File: config.mk
export PLATFORM = sky130hd
export DESIGN_NAME = systematic_resampler_top
export DESIGN_NICKNAME = d
export VERILOG_FILES = /design/src/hdl/rsm_pkg.sv /design/src/hdl/systematic_resampler_top.sv /design/src/hdl/rsm_unit.sv /design/src/hdl/rsm_ctrl.sv
export SDC_FILE = /design/constraint.sdc
export NUM_CORES = 1
export LEC_CHECK = 0
export BUFFER_PORTS_ARGS = -buffer_cell sky130_fd_sc_hd__buf_2
export CORE_UTILIZATION = 40
export CTS_BUF_LIST = sky130_fd_sc_hd__clkbuf_16
export DETAILED_ROUTE_END_ITERATION = 7
export GPL_TIMING_DRIVEN = 0
export PLACE_DENSITY = 0.57
export SYNTH_ARGS = -nofsm -noshare
export SYNTH_HDL_FRONTEND = slang
export SYNTH_SLANG_ARGS = --single-unit
File: constraint.sdc
create_clock -name clk -period 4.3 [get_ports clk]
set_input_delay 0.215 -clock clk [delete_from_list [all_inputs] [get_ports clk]]
set_output_delay 0.215 -clock clk [all_outputs]
set_load 0.01 [all_outputs]
File: src/hdl/rsm_pkg.sv
// ----------------------------------------------------------------------------
// rsm_pkg
// Shared widths, codes and control types of the systematic resampler.
// ----------------------------------------------------------------------------
package rsm_pkg;

  // Largest particle set the slot counter serves.
  localparam int unsigned RSM_MAX_SAMPLES = 1024;

  localparam int unsigned WGT_W     = 32;  // Q0.32 weight, step and offset
  localparam int unsigned THR_W     = 33;  // running threshold
  localparam int unsigned ACC_W     = 34;  // threshold plus one more step
  localparam int unsigned CNT_W     = 11;  // slot numbers and copy counts
  localparam int unsigned IDX_W     = 10;  // position within a set
  localparam int unsigned CFG_IDX_W = 2;

  typedef enum logic [CFG_IDX_W-1:0] {
    CFG_SAMPLE_COUNT = 2'd0,
    CFG_STEP_SIZE    = 2'd1,
    CFG_START_OFFSET = 2'd2
  } rsm_cfg_idx_t;

  typedef enum logic {
    ST_IDLE,
    ST_RUN
  } rsm_state_t;

  // Commands from the sequencer to the compare-and-add unit.
  typedef struct packed {
    logic load;
    logic step;
  } rsm_cmd_t;

  // Status from the unit back to the sequencer.
  typedef struct packed {
    logic more;
  } rsm_stat_t;

endpackage

File: src/hdl/systematic_resampler_top.sv
// ----------------------------------------------------------------------------
// systematic_resampler_top
// Systematic resampling of a weight stream into slot ranges per sample.
// ----------------------------------------------------------------------------
// Operation: the taken word loads the compare-and-add unit, which then adds
// one step per copy; a closing step retires the result into the output
// register once that is free, and the result waits there. No new word is
// taken until the item is retired, as the compare-and-add unit is shared.
// Reset: synchronous, active low; registers return to their reset values
// and the next word starts a new set.
module systematic_resampler_top (
  input  logic        clk,
  input  logic        rst_n,
  input  logic        in_tvalid,
  output logic        in_tready,
  input  logic [31:0] in_tdata,   // [31:0] sample_weight
  input  logic        in_tlast,   // is_last
  output logic        out_tvalid,
  input  logic        out_tready,
  output logic [31:0] out_tdata,  // [9:0] source_index, [20:10] first_slot,
                                  // [31:21] copy_count
  output logic        out_tlast,  // set_done
  output logic [0:0]  out_tuser,  // [0] count_mismatch
  input  logic        cfg_valid,
  output logic        cfg_ready,
  input  logic [1:0]  cfg_index,
  input  logic [31:0] cfg_data
);

  localparam int unsigned CW = rsm_pkg::CNT_W;
  localparam int unsigned IW = rsm_pkg::IDX_W;
  localparam int unsigned TW = rsm_pkg::THR_W;

  logic [CW-1:0]           sample_count_r;
  logic [rsm_pkg::WGT_W-1:0] step_size_r;
  logic [rsm_pkg::WGT_W-1:0] start_offset_r;

  logic          at_start_r;
  logic [TW-1:0] thr_r;
  logic [CW-1:0] next_slot_r;
  logic [IW-1:0] pos_r;

  logic [CW-1:0] first_r;
  logic [IW-1:0] idx_r;
  logic          last_r;

  logic          out_valid_r;
  logic [IW-1:0] out_idx_r;
  logic [CW-1:0] out_first_r;
  logic [CW-1:0] out_copies_r;
  logic          out_last_r;
  logic          out_mis_r;

  rsm_pkg::rsm_cmd_t  cmd;
  rsm_pkg::rsm_stat_t stat;
  logic               fin;
  logic               in_acc;
  logic [CW-1:0]      copies;
  logic [TW-1:0]      new_thr;

  logic [CW-1:0] base_slot;
  logic [TW-1:0] base_thr;
  logic [CW-1:0] slot_lim;
  logic [CW-1:0] rem;
  logic [CW-1:0] end_slot;

  assign cfg_ready = 1'b1;
  assign in_acc    = in_tvalid && in_tready;

  always_ff @(posedge clk) begin
    if (!rst_n) begin
      sample_count_r <= CW'(1024);
      step_size_r    <= 32'd4194304;
      start_offset_r <= '0;
    end else if (cfg_valid) begin
      case (rsm_pkg::rsm_cfg_idx_t'(cfg_index))
        rsm_pkg::CFG_SAMPLE_COUNT: sample_count_r <= cfg_data[CW-1:0];
        rsm_pkg::CFG_STEP_SIZE:    step_size_r    <= cfg_data;
        rsm_pkg::CFG_START_OFFSET: start_offset_r <= cfg_data;
        default: ;
      endcase
    end
  end

  // A new set restarts threshold, slot and position.
  assign base_slot = at_start_r ? '0 : next_slot_r;
  assign base_thr  = at_start_r ? {1'b0, start_offset_r} : thr_r;
  assign slot_lim  = (32'(sample_count_r) > rsm_pkg::RSM_MAX_SAMPLES) ?
                     CW'(rsm_pkg::RSM_MAX_SAMPLES) : sample_count_r;
  assign rem       = (base_slot < slot_lim) ? (slot_lim - base_slot) : '0;
  assign end_slot  = first_r + copies;

  rsm_ctrl u_ctrl (
    .clk      (clk),
    .rst_n    (rst_n),
    .in_valid (in_tvalid),
    .stat     (stat),
    .out_busy (out_valid_r && !out_tready),
    .in_ready (in_tready),
    .cmd      (cmd),
    .fin      (fin)
  );

  rsm_unit u_unit (
    .clk      (clk),
    .cmd      (cmd),
    .load_thr (base_thr),
    .load_rem (rem),
    .weight   (in_tdata),
    .step     (step_size_r),
    .stat     (stat),
    .copies   (copies),
    .new_thr  (new_thr)
  );

  always_ff @(posedge clk) begin
    if (in_acc) begin
      first_r <= base_slot;
      idx_r   <= at_start_r ? '0 : pos_r;
      last_r  <= in_tlast;
    end
  end

  always_ff @(posedge clk) begin
    if (!rst_n) begin
      at_start_r  <= 1'b1;
      thr_r       <= '0;
      next_slot_r <= '0;
      pos_r       <= '0;
    end else if (fin) begin
      at_start_r  <= last_r;
      thr_r       <= new_thr;
      next_slot_r <= end_slot;
      pos_r       <= idx_r + 1'b1;
    end
  end

  always_ff @(posedge clk) begin
    if (!rst_n) begin
      out_valid_r <= 1'b0;
    end else if (fin) begin
      out_valid_r <= 1'b1;
    end else if (out_tready) begin
      out_valid_r <= 1'b0;
    end
  end

  always_ff @(posedge clk) begin
    if (fin) begin
      out_idx_r    <= idx_r;
      out_first_r  <= first_r;
      out_copies_r <= copies;
      out_last_r   <= last_r;
      out_mis_r    <= last_r && (end_slot != sample_count_r);
    end
  end

  assign out_tvalid   = out_valid_r;
  assign out_tdata    = {out_copies_r, out_first_r, out_idx_r};
  assign out_tlast    = out_last_r;
  assign out_tuser[0] = out_mis_r;

  // Slots handed out never pass the largest set size.
  a_slot_cap: assert property (@(posedge clk) disable iff (!rst_n)
    fin |-> ({1'b0, end_slot} <= (CW+1)'(rsm_pkg::RSM_MAX_SAMPLES)))
    else $error("slot range passes the set size");

  // Retiring an item always leaves a word in the output register.
  a_fin_out: assert property (@(posedge clk) disable iff (!rst_n)
    fin |=> out_valid_r)
    else $error("finished item did not reach the output register");

  // No new word is taken while the unit works on one.
  a_busy: assert property (@(posedge clk) disable iff (!rst_n)
    in_acc |=> !in_tready)
    else $error("input taken while an item is in progress");

  // The unit only steps while the sequencer is not retiring.
  a_step_fin: assert property (@(posedge clk) disable iff (!rst_n)
    !(cmd.step && fin))
    else $error("step and retire in the same cycle");

endmodule

File: src/hdl/rsm_unit.sv
// ----------------------------------------------------------------------------
// rsm_unit
// Compare-and-add unit: raises the threshold by one step per copy while the
// weight still covers it and free slots remain, then forms the leftover.
// ----------------------------------------------------------------------------
module rsm_unit (
  input  logic                           clk,
  input  rsm_pkg::rsm_cmd_t              cmd,
  input  logic [rsm_pkg::THR_W-1:0]      load_thr,
  input  logic [rsm_pkg::CNT_W-1:0]      load_rem,
  input  logic [rsm_pkg::WGT_W-1:0]      weight,
  input  logic [rsm_pkg::WGT_W-1:0]      step,
  output rsm_pkg::rsm_stat_t             stat,
  output logic [rsm_pkg::CNT_W-1:0]      copies,
  output logic [rsm_pkg::THR_W-1:0]      new_thr
);

  logic [rsm_pkg::ACC_W-1:0] acc_r, acc_nxt;
  logic [rsm_pkg::CNT_W-1:0] cnt_r, cnt_nxt;
  logic [rsm_pkg::CNT_W-1:0] rem_r, rem_nxt;
  logic [rsm_pkg::WGT_W-1:0] wgt_r, wgt_nxt;
  logic [rsm_pkg::ACC_W-1:0] wgt_ext;
  logic [rsm_pkg::ACC_W-1:0] diff;

  assign wgt_ext = {{(rsm_pkg::ACC_W-rsm_pkg::WGT_W){1'b0}}, wgt_r};

  always_comb begin
    acc_nxt = acc_r;
    cnt_nxt = cnt_r;
    rem_nxt = rem_r;
    wgt_nxt = wgt_r;
    if (cmd.load) begin
      acc_nxt = {1'b0, load_thr};
      cnt_nxt = '0;
      rem_nxt = load_rem;
      wgt_nxt = weight;
    end else if (cmd.step) begin
      // Stepping only happens while acc_r <= weight, so the sum fits.
      acc_nxt = acc_r + {{(rsm_pkg::ACC_W-rsm_pkg::WGT_W){1'b0}}, step};
      cnt_nxt = cnt_r + 1'b1;
    end
  end

  always_ff @(posedge clk) begin
    acc_r <= acc_nxt;
    cnt_r <= cnt_nxt;
    rem_r <= rem_nxt;
    wgt_r <= wgt_nxt;
  end

  assign stat.more = (cnt_r < rem_r) && (acc_r <= wgt_ext);
  assign copies    = cnt_r;
  assign diff      = acc_r - wgt_ext;

  // Leftover threshold, clamped to zero below and to its range above.
  always_comb begin
    if (acc_r > wgt_ext) begin
      if (diff[rsm_pkg::ACC_W-1]) new_thr = '1;
      else new_thr = diff[rsm_pkg::THR_W-1:0];
    end else begin
      new_thr = '0;
    end
  end

endmodule

File: src/hdl/rsm_ctrl.sv
// ----------------------------------------------------------------------------
// rsm_ctrl
// Sequencer: takes one word, runs the compare-and-add unit until it stops,
// then retires the item into the output register once that is free.
// ----------------------------------------------------------------------------
module rsm_ctrl (
  input  logic               clk,
  input  logic               rst_n,
  input  logic               in_valid,
  input  rsm_pkg::rsm_stat_t stat,
  input  logic               out_busy,
  output logic               in_ready,
  output rsm_pkg::rsm_cmd_t  cmd,
  output logic               fin
);

  rsm_pkg::rsm_state_t state_r, state_nxt;

  always_ff @(posedge clk) begin
    if (!rst_n) begin
      state_r <= rsm_pkg::ST_IDLE;
    end else begin
      state_r <= state_nxt;
    end
  end

  always_comb begin
    state_nxt = state_r;
    case (state_r)
      rsm_pkg::ST_IDLE: begin
        if (in_valid) state_nxt = rsm_pkg::ST_RUN;
      end
      rsm_pkg::ST_RUN: begin
        if (!stat.more && !out_busy) state_nxt = rsm_pkg::ST_IDLE;
      end
      default: state_nxt = rsm_pkg::ST_IDLE;
    endcase
  end

  always_comb begin
    in_ready = 1'b0;
    cmd      = '0;
    fin      = 1'b0;
    case (state_r)
      rsm_pkg::ST_IDLE: begin
        in_ready = 1'b1;
        cmd.load = in_valid;
      end
      rsm_pkg::ST_RUN: begin
        cmd.step = stat.more;
        fin      = !stat.more && !out_busy;
      end
      default: begin
        in_ready = 1'b0;
      end
    endcase
  end

endmodule
# Word-level counts from Yosys, hierarchy flattened
# Index checks and enable logic that the tools add are counted.
# W data, S select, Z words.
# totals
ff_bits	276
latch_bits	0
ramBits	0
mem_bits_ro	0
input_bits	72
wordCells	67
mem_count	0
# op_classes
addsub	6
mul	0
div	0
magnitude_cmp	5
n_eq_ne	3
n_shift	0
n_mux	16
n_bitwise	1
n_reduce_logical	14
# op_table
cell	count
$mux W33	5
$add A34 B32 Y34	1
$gt A34 B32 Y1	1
$le A34 B32 Y1	1
$sub A34 B32 Y34	1
$lt A11 B11 Y1	2
$mux W11	2
$add A11 B1 Y11 const B	1
$add A11 B11 Y11	1
$gt A11 B11 Y1 const B	1
$ne A11 B11 Y1	1
$sub A11 B11 Y11	1
$add A10 B1 Y10 const B	1
$mux W1	8
$reduce_and A2 Y1	3
$logic_and A1 B1 Y1	5
$reduce_bool A2 Y1	2
$logic_not A1 Y1	3
$eq A2 B1 Y1 const B	1
$eq A2 B2 Y1 const B	1
$logic_not A2 Y1	1
$pmux W1 S2	1
$not A1 Y1	1

# Logic depth before layout (Yosys ltp)
# logic_depth
ltp_word	6
mapped_depth	15
depth_no_buf	13

# Hierarchy
# Synthesis repeated with hierarchy kept, for this count alone.
# hier_totals
hier_cells	1638
hier_area_um2	15917.8
# modules_own_cells
mod	instances	cells_per_inst	area_each_um2	seq_area_each_um2
systematic_resampler_top	1	817	8486.9	4304.1
rsm_unit	1	814	7363.3	2522.4
rsm_ctrl	1	7	67.6	20.0

# Least setup slack after synthesis
# Ideal clock, no wire load.
# synth_timing
kind	register -> register
from	reg at_start_r
to	reg u_unit.rem_r[10] in the netlist's numbering, data pin
setup_ns	0.270
arrival_ns	3.515
path_slack_ns	0.515
path_stages_with_launch	16
n_path_buf	4
synth_period_minus_slack_ns	3.785
cell_sequence	dfxtp_1 -> clkbuf_1 -> clkbuf_1 -> clkbuf_1 -> nand2b_1 -> ha_1 -> nor2b_1 -> o21ai_0 -> a21boi_0 -> o21ai_0 -> nand2b_1 -> a221oi_1 -> o2111a_1 -> or3_1 -> clkbuf_1 -> nor3_1
# synth_via
elab_chain_len	2
word_cells_on_any_way	3
classes_between	add/sub (1); order compare (1); mux (1)
# synth_rtl
element	line	rtl
start, declared	systematic_resampler_top.sv:38	logic at_start_r;
start signal, assigned	systematic_resampler_top.sv:131	at_start_r <= last_r;
$mux W11 (*)	systematic_resampler_top.sv:86	assign base_slot = at_start_r ? '0 : next_slot_r;
$sub A11 B11 Y11 or $lt A11 B11 Y1 (tied branches)	systematic_resampler_top.sv:90	assign rem = (base_slot < slot_lim) ? (slot_lim - base_slot) : '0;
end signal, assigned	rsm_unit.sv:47	rem_r <= rem_nxt;
end, declared	rsm_unit.sv:20	logic [rsm_pkg::CNT_W-1:0] rem_r, rem_nxt;
# Mark *: on every way between the ends. The rest lies on a longest branch, timed or not.
# A chain may end at the register's enable or synchronous reset.

# Worst setup path in the final report
# layout_timing
from	reg u_unit.acc_r[0] in the netlist's numbering
to	reg u_unit.acc_r[32] in the netlist's numbering, data pin
# layout_via
elab_chain_len	3
# layout_rtl
element	line	rtl
start, declared	rsm_unit.sv:18	logic [rsm_pkg::ACC_W-1:0] acc_r, acc_nxt;
start signal, assigned	rsm_unit.sv:45	acc_r <= acc_nxt;
$add A34 B32 Y34	rsm_unit.sv:39	acc_nxt = acc_r + {{(rsm_pkg::ACC_W-rsm_pkg::WGT_W){1'b0}}, step};
$mux W33	rsm_unit.sv:37	end else if (cmd.step) begin
$mux W33	rsm_unit.sv:32	if (cmd.load) begin
via u_unit.acc_nxt, one bit	rsm_unit.sv:18	
# The timed path passes the listed nets, and every way through them passes these cells. The select of a mux whose other input is x is not followed.

==> summary.txt <==
Run status
  • Outcome: complete, but fails checks
  • Violated checks: design-rule violations

CTS
  • Buffer type at the clock tree root: sky130_fd_sc_hd__clkbuf_16
  • Clk pin slew, worst setup/hold paths: 0.06 ns
  • CTS Buf Count: 35
  • Clock latency reported for the late side of the worst-skew pair: 0.56 ns
  • TritonCTS clock tree: yes
  • Number of H-tree branching levels: 2
  • Number of sinks handled by clock tree synthesis: 276
  • Number of buffers on the longest clock path: 3

Critical path
  • CP peak stage delay: 0.51 ns
  • Stages on the worst setup path: 11
  • Startpoint of the most critical setup path: u_unit.acc_r[0]
  • Max FO, Critical Path: 6
  • Destination of the worst register-to-register timing path: u_unit.acc_r[32]
  • Reg-to-Reg Start: u_unit.acc_r[0]
  • Crit Path Category: register to register
  • CP Cell Sequence: ha_1 > fa_1 > a211oi_1 > o21ai_0 > o31ai_1 > a31oi_1 > a41oi_4 > nor2_1 > o41ai_2 > nor4b_1 > nand3b_1
  • Worst r2r path cells: 11
  • Largest delay share family, worst path: compound AO/OA/AOI/OAI gates
  • Type of element capturing the critical path: register
  • Worst setup path endpoint: u_unit.acc_r[32]
  • Critical path buffer and inverter count: 0
  • Startpoint Class: register
  • Required time of the critical path: 4.58 ns
  • Data arrival time at the worst-slack endpoint: 4.46 ns
  • Register-to-register setup slack: 0.12 ns
  • Slowest stage cell, crit path: sky130_fd_sc_hd__o31ai_1

STA
  • Final setup fails: 0
  • Max-slew violation total from the final report: 0
  • Final Skew: 0.0248 ns
  • Slew @ Worst Pin: 1.07 ns
  • Final clock period utilization by the worst path: 97.3%
  • Post-layout min period: 4.18 ns
  • Final hold viol count: 0
  • Setup repair after global routing missed its margin: no
  • Worst max-slew margin expressed relative to the limit: 28.4%
  • Maximum operating frequency: 239 MHz
  • Minimum setup slack in the final design: 0.118 ns

Synth
  • Most frequent cell after synthesis: sky130_fd_sc_hd__nand2_1
  • Synth top area share: 26.0%
  • Part of the Yosys area used for sequential elements: 44.9%
  • Count of flip-flops with a built-in enable after synthesis: 132
  • Share of async-settable or async-resettable flops after synthesis: 0%
  • Primary flip-flop cell chosen by synthesis mapping: sky130_fd_sc_hd__dfxtp_1
  • Number of nets in the synthesized netlist: 1792
  • Most common library cells after synthesis: 255 x sky130_fd_sc_hd__nand2_1, 144 x sky130_fd_sc_hd__dfxtp_1, 132 x sky130_fd_sc_hd__edfxtp_1
  • Cell type with the largest total area after synthesis: sky130_fd_sc_hd__edfxtp_1
  • Number of warning messages in the yosys log: 0
  • Synthesized area per cell: 9.43 sq um
  • Synth unique cells: 72
  • Synthesis-stage register bit count: 276
  • Synthesized area: 15300 sq um
  • Largest cells by area after synthesis: sky130_fd_sc_hd__edfxtp_1 26%, sky130_fd_sc_hd__dfxtp_1 19%, sky130_fd_sc_hd__ha_1 8.0%, sky130_fd_sc_hd__nand2_1 6.3%, sky130_fd_sc_hd__a21boi_0 3.7%
  • Cell count after synthesis: 1619

Power and ir drop
  • Power Dens Cells: 439 nW/um^2
  • IR Drop Worst-Case VDD: 283 uV
  • Static leakage power: 7.70 nW

Place
  • Post-DP HPWL: 32.5 mm
  • Cell total after placement: 2238
  • Buffers on Ports: 107
  • Post-Place Setup Slack: -1.25 ns
  • Routability cong.: 0.926

GRT
  • Largest net degree at the start of global routing: 50
  • Vias in the first global route: 12.2k
  • First-pass GRT wire length: 67.9 mm
  • Global Route Usage Sum: 22.9%
  • Remaining global-route overflow: 0
  • Initial antenna violation count: 1

Finish
  • Count of inserted antenna diode cells: 0
  • FILL cells: 3571
  • Number of nets in the finished design: 2004
  • Final instance count without filler cells: 2369
  • P&R area growth vs syn: 19.9%
  • Proportion of layout cells with a drive suffix above 1: 10.9%

Routing
  • Vias/cell: 5.24
  • Routed wire length per instance: 18.4 microns
  • Total DRC errors in the routed layout: 2
  • Overall via count from detail_route: 12.4k
  • Post-Route WL: 43.6 mm
  • Drt pass-1 iters: 7
  • Antenna-violating nets left: 0
  • Detailed Route Iter0 Violations: 740

Hold path
  • Path class of the lowest-slack min-delay path: input pin to register

Floorplan
  • DIE WIDTH: 197 microns
  • Count of pins on the block boundary: 109
  • Initial standard-cell utilization of the core: 40.6%
  • Die outline area: 38900 sq um
  • Height of the die: 197 microns
  • Core region area: 37600 sq um
  • Row Count: 71

Job
  • Number of violations of the max-capacitance limit: 0
-- cells by family after synthesis --
logic type,after synthesis,synth area share (%)
AND/OR/NAND/NOR,555,16.9
multiplexers,45,3.03
AO/OA/AOI/OAI,399,17.5
other,1,0.0246
buffers and inverters,152,4.03
XOR/XNOR,90,5.16
adder cells (fa/ha/maj),101,8.48
flip-flops,276,44.9
-- routing by layer --
layer / wire length, microns / up-vias / global-route usage, %
li1: - / 6168 / -
met5: 9 / - / 0
met3: 2000 / 77 / 3.77
met2: 20800 / 285 / 39.0
met4: 1380 / 2 / 8.61
met1: 19400 / 5882 / 28.9
-- flip-flops by register name, indices dropped and copies added (netlist names) --
| register | cells |
|---|---|
| next_slot_r | 11 |
| out_idx_r | 10 |
| out_tlast | 1 |
| step_size_r | 32 |
| last_r | 1 |
| out_copies_r | 11 |
| first_r | 11 |
| u_unit.wgt_r | 32 |
| out_first_r | 11 |
| out_tuser | 1 |
| u_unit.acc_r | 34 |
| out_tvalid | 1 |
| pos_r | 10 |
| at_start_r | 1 |
| u_unit.copies | 11 |
| thr_r | 33 |
| start_offset_r | 32 |
| u_ctrl.state_r | 1 |
| idx_r | 10 |
| sample_count_r | 11 |
| u_unit.rem_r | 11 |
-- through the flow --
step | hold WS (ns) | instance area, sq um | setup TNS (ns) | utilization, % | total power, mW
2_1_floorplan | 0.314 | 15300 | 0 | - | 4.62
6_report | 0.0465 | 18300 | 0 | 48.7 | 8.02
3_5_place_dp | 0.393 | 16500 | -12.83 | 43.8 | 5.20
3_3_place_gp | 0.391 | 16400 | -109.14 | 43.7 | 5.17
5_1_grt | 0.0289 | 18300 | 0 | 48.7 | 8.45
4_1_cts | 0.0184 | 18200 | 0 | 48.6 | 8.08
-- cell type report --
type | instances | area, sq um | area share, %
inverter | 78 | 293 | 1.60
tap | 511 | 639 | 3.49
sequential | 276 | 6850 | 37.4
clock inverter | 26 | 153 | 0.834
multi-input combinational | 1191 | 7840 | 42.9
clock buffer | 38 | 951 | 5.20
timing repair buffer | 176 | 1240 | 6.76
buffer | 73 | 335 | 1.83
-- layout by cell type, fill, tap and decap left out, types with 5 or more instances in the layout --
cell type / count
sky130_fd_sc_hd__o21ai_1: 20
sky130_fd_sc_hd__ha_1: 97
sky130_fd_sc_hd__nand3_1: 33
sky130_fd_sc_hd__o21ai_0: 67
sky130_fd_sc_hd__xnor2_1: 46
sky130_fd_sc_hd__buf_4: 7
sky130_fd_sc_hd__a211oi_1: 18
sky130_fd_sc_hd__a21o_1: 37
sky130_fd_sc_hd__nor3b_1: 8
sky130_fd_sc_hd__o31ai_1: 6
sky130_fd_sc_hd__buf_2: 110
sky130_fd_sc_hd__edfxtp_1: 132
sky130_fd_sc_hd__a21oi_1: 80
sky130_fd_sc_hd__a21boi_0: 75
sky130_fd_sc_hd__xor2_1: 44
sky130_fd_sc_hd__a211o_1: 5
sky130_fd_sc_hd__mux2_2: 9
sky130_fd_sc_hd__clkinv_2: 6
sky130_fd_sc_hd__dfxtp_1: 144
sky130_fd_sc_hd__mux2i_1: 36
sky130_fd_sc_hd__clkinv_1: 5
sky130_fd_sc_hd__o21bai_1: 14
sky130_fd_sc_hd__a2111oi_0: 5
sky130_fd_sc_hd__clkbuf_16: 38
sky130_fd_sc_hd__clkbuf_1: 57
sky130_fd_sc_hd__o21a_1: 17
sky130_fd_sc_hd__or3_1: 5
sky130_fd_sc_hd__nand2b_1: 21
sky130_fd_sc_hd__inv_1: 87
sky130_fd_sc_hd__a31oi_1: 9
sky130_fd_sc_hd__o211ai_1: 9
sky130_fd_sc_hd__nor2b_1: 41
sky130_fd_sc_hd__nor2_1: 100
sky130_fd_sc_hd__dlygate4sd3_1: 65
sky130_fd_sc_hd__o211a_1: 13
sky130_fd_sc_hd__and2_1: 11
sky130_fd_sc_hd__nor3_1: 27
sky130_fd_sc_hd__and3_1: 7
sky130_fd_sc_hd__nand4_1: 16
sky130_fd_sc_hd__nand2_1: 255
-- tightest hold or removal path: cells and delay by family --
kind	cells	cell delay [ns]
AOI/OAI and AO/OA	1	0.07
and+or+nand+nor	1	0.07
buffers and inverters	1	0.18
-- repair_timing --
action | CTS | global route
endpoints found under the setup margin | 12 | 46
hold buffers | 65 | 0
resized for setup | 9 | 5
pin swaps | 0 | 1
buffers inserted | 0 | 3
hold endpoints to repair | 103 | 0
cloned | 0 | 0
-- report_power, final --
group | internal (mW) | leakage [nW] | total, mW | switching, mW
Combinational | 0.797 | 4.67 | 2.00 | 1.20
Sequential | 3.07 | 2.45 | 3.22 | 0.154
Clock | 1.61 | 0.581 | 2.80 | 1.19
Total | 5.47 | 7.70 | 8.02 | 2.55
-- worst min-delay path by stage --
stage	end	startpoint	cells after the start	slack (ns)
6_report	start_offset_r[8]	cfg_data[8]	3	0.05
4_1_cts	start_offset_r[8]	cfg_data[8]	3	0.02
5_1_grt	start_offset_r[8]	cfg_data[8]	3	0.03
2_1_floorplan	last_r	in_tlast	0	0.31
3_3_place_gp	u_unit.wgt_r[26]	in_tdata[26]	1	0.39
3_5_place_dp	u_unit.wgt_r[13]	in_tdata[13]	1	0.39
Note: power is estimated with default switching activity, not from simulation.
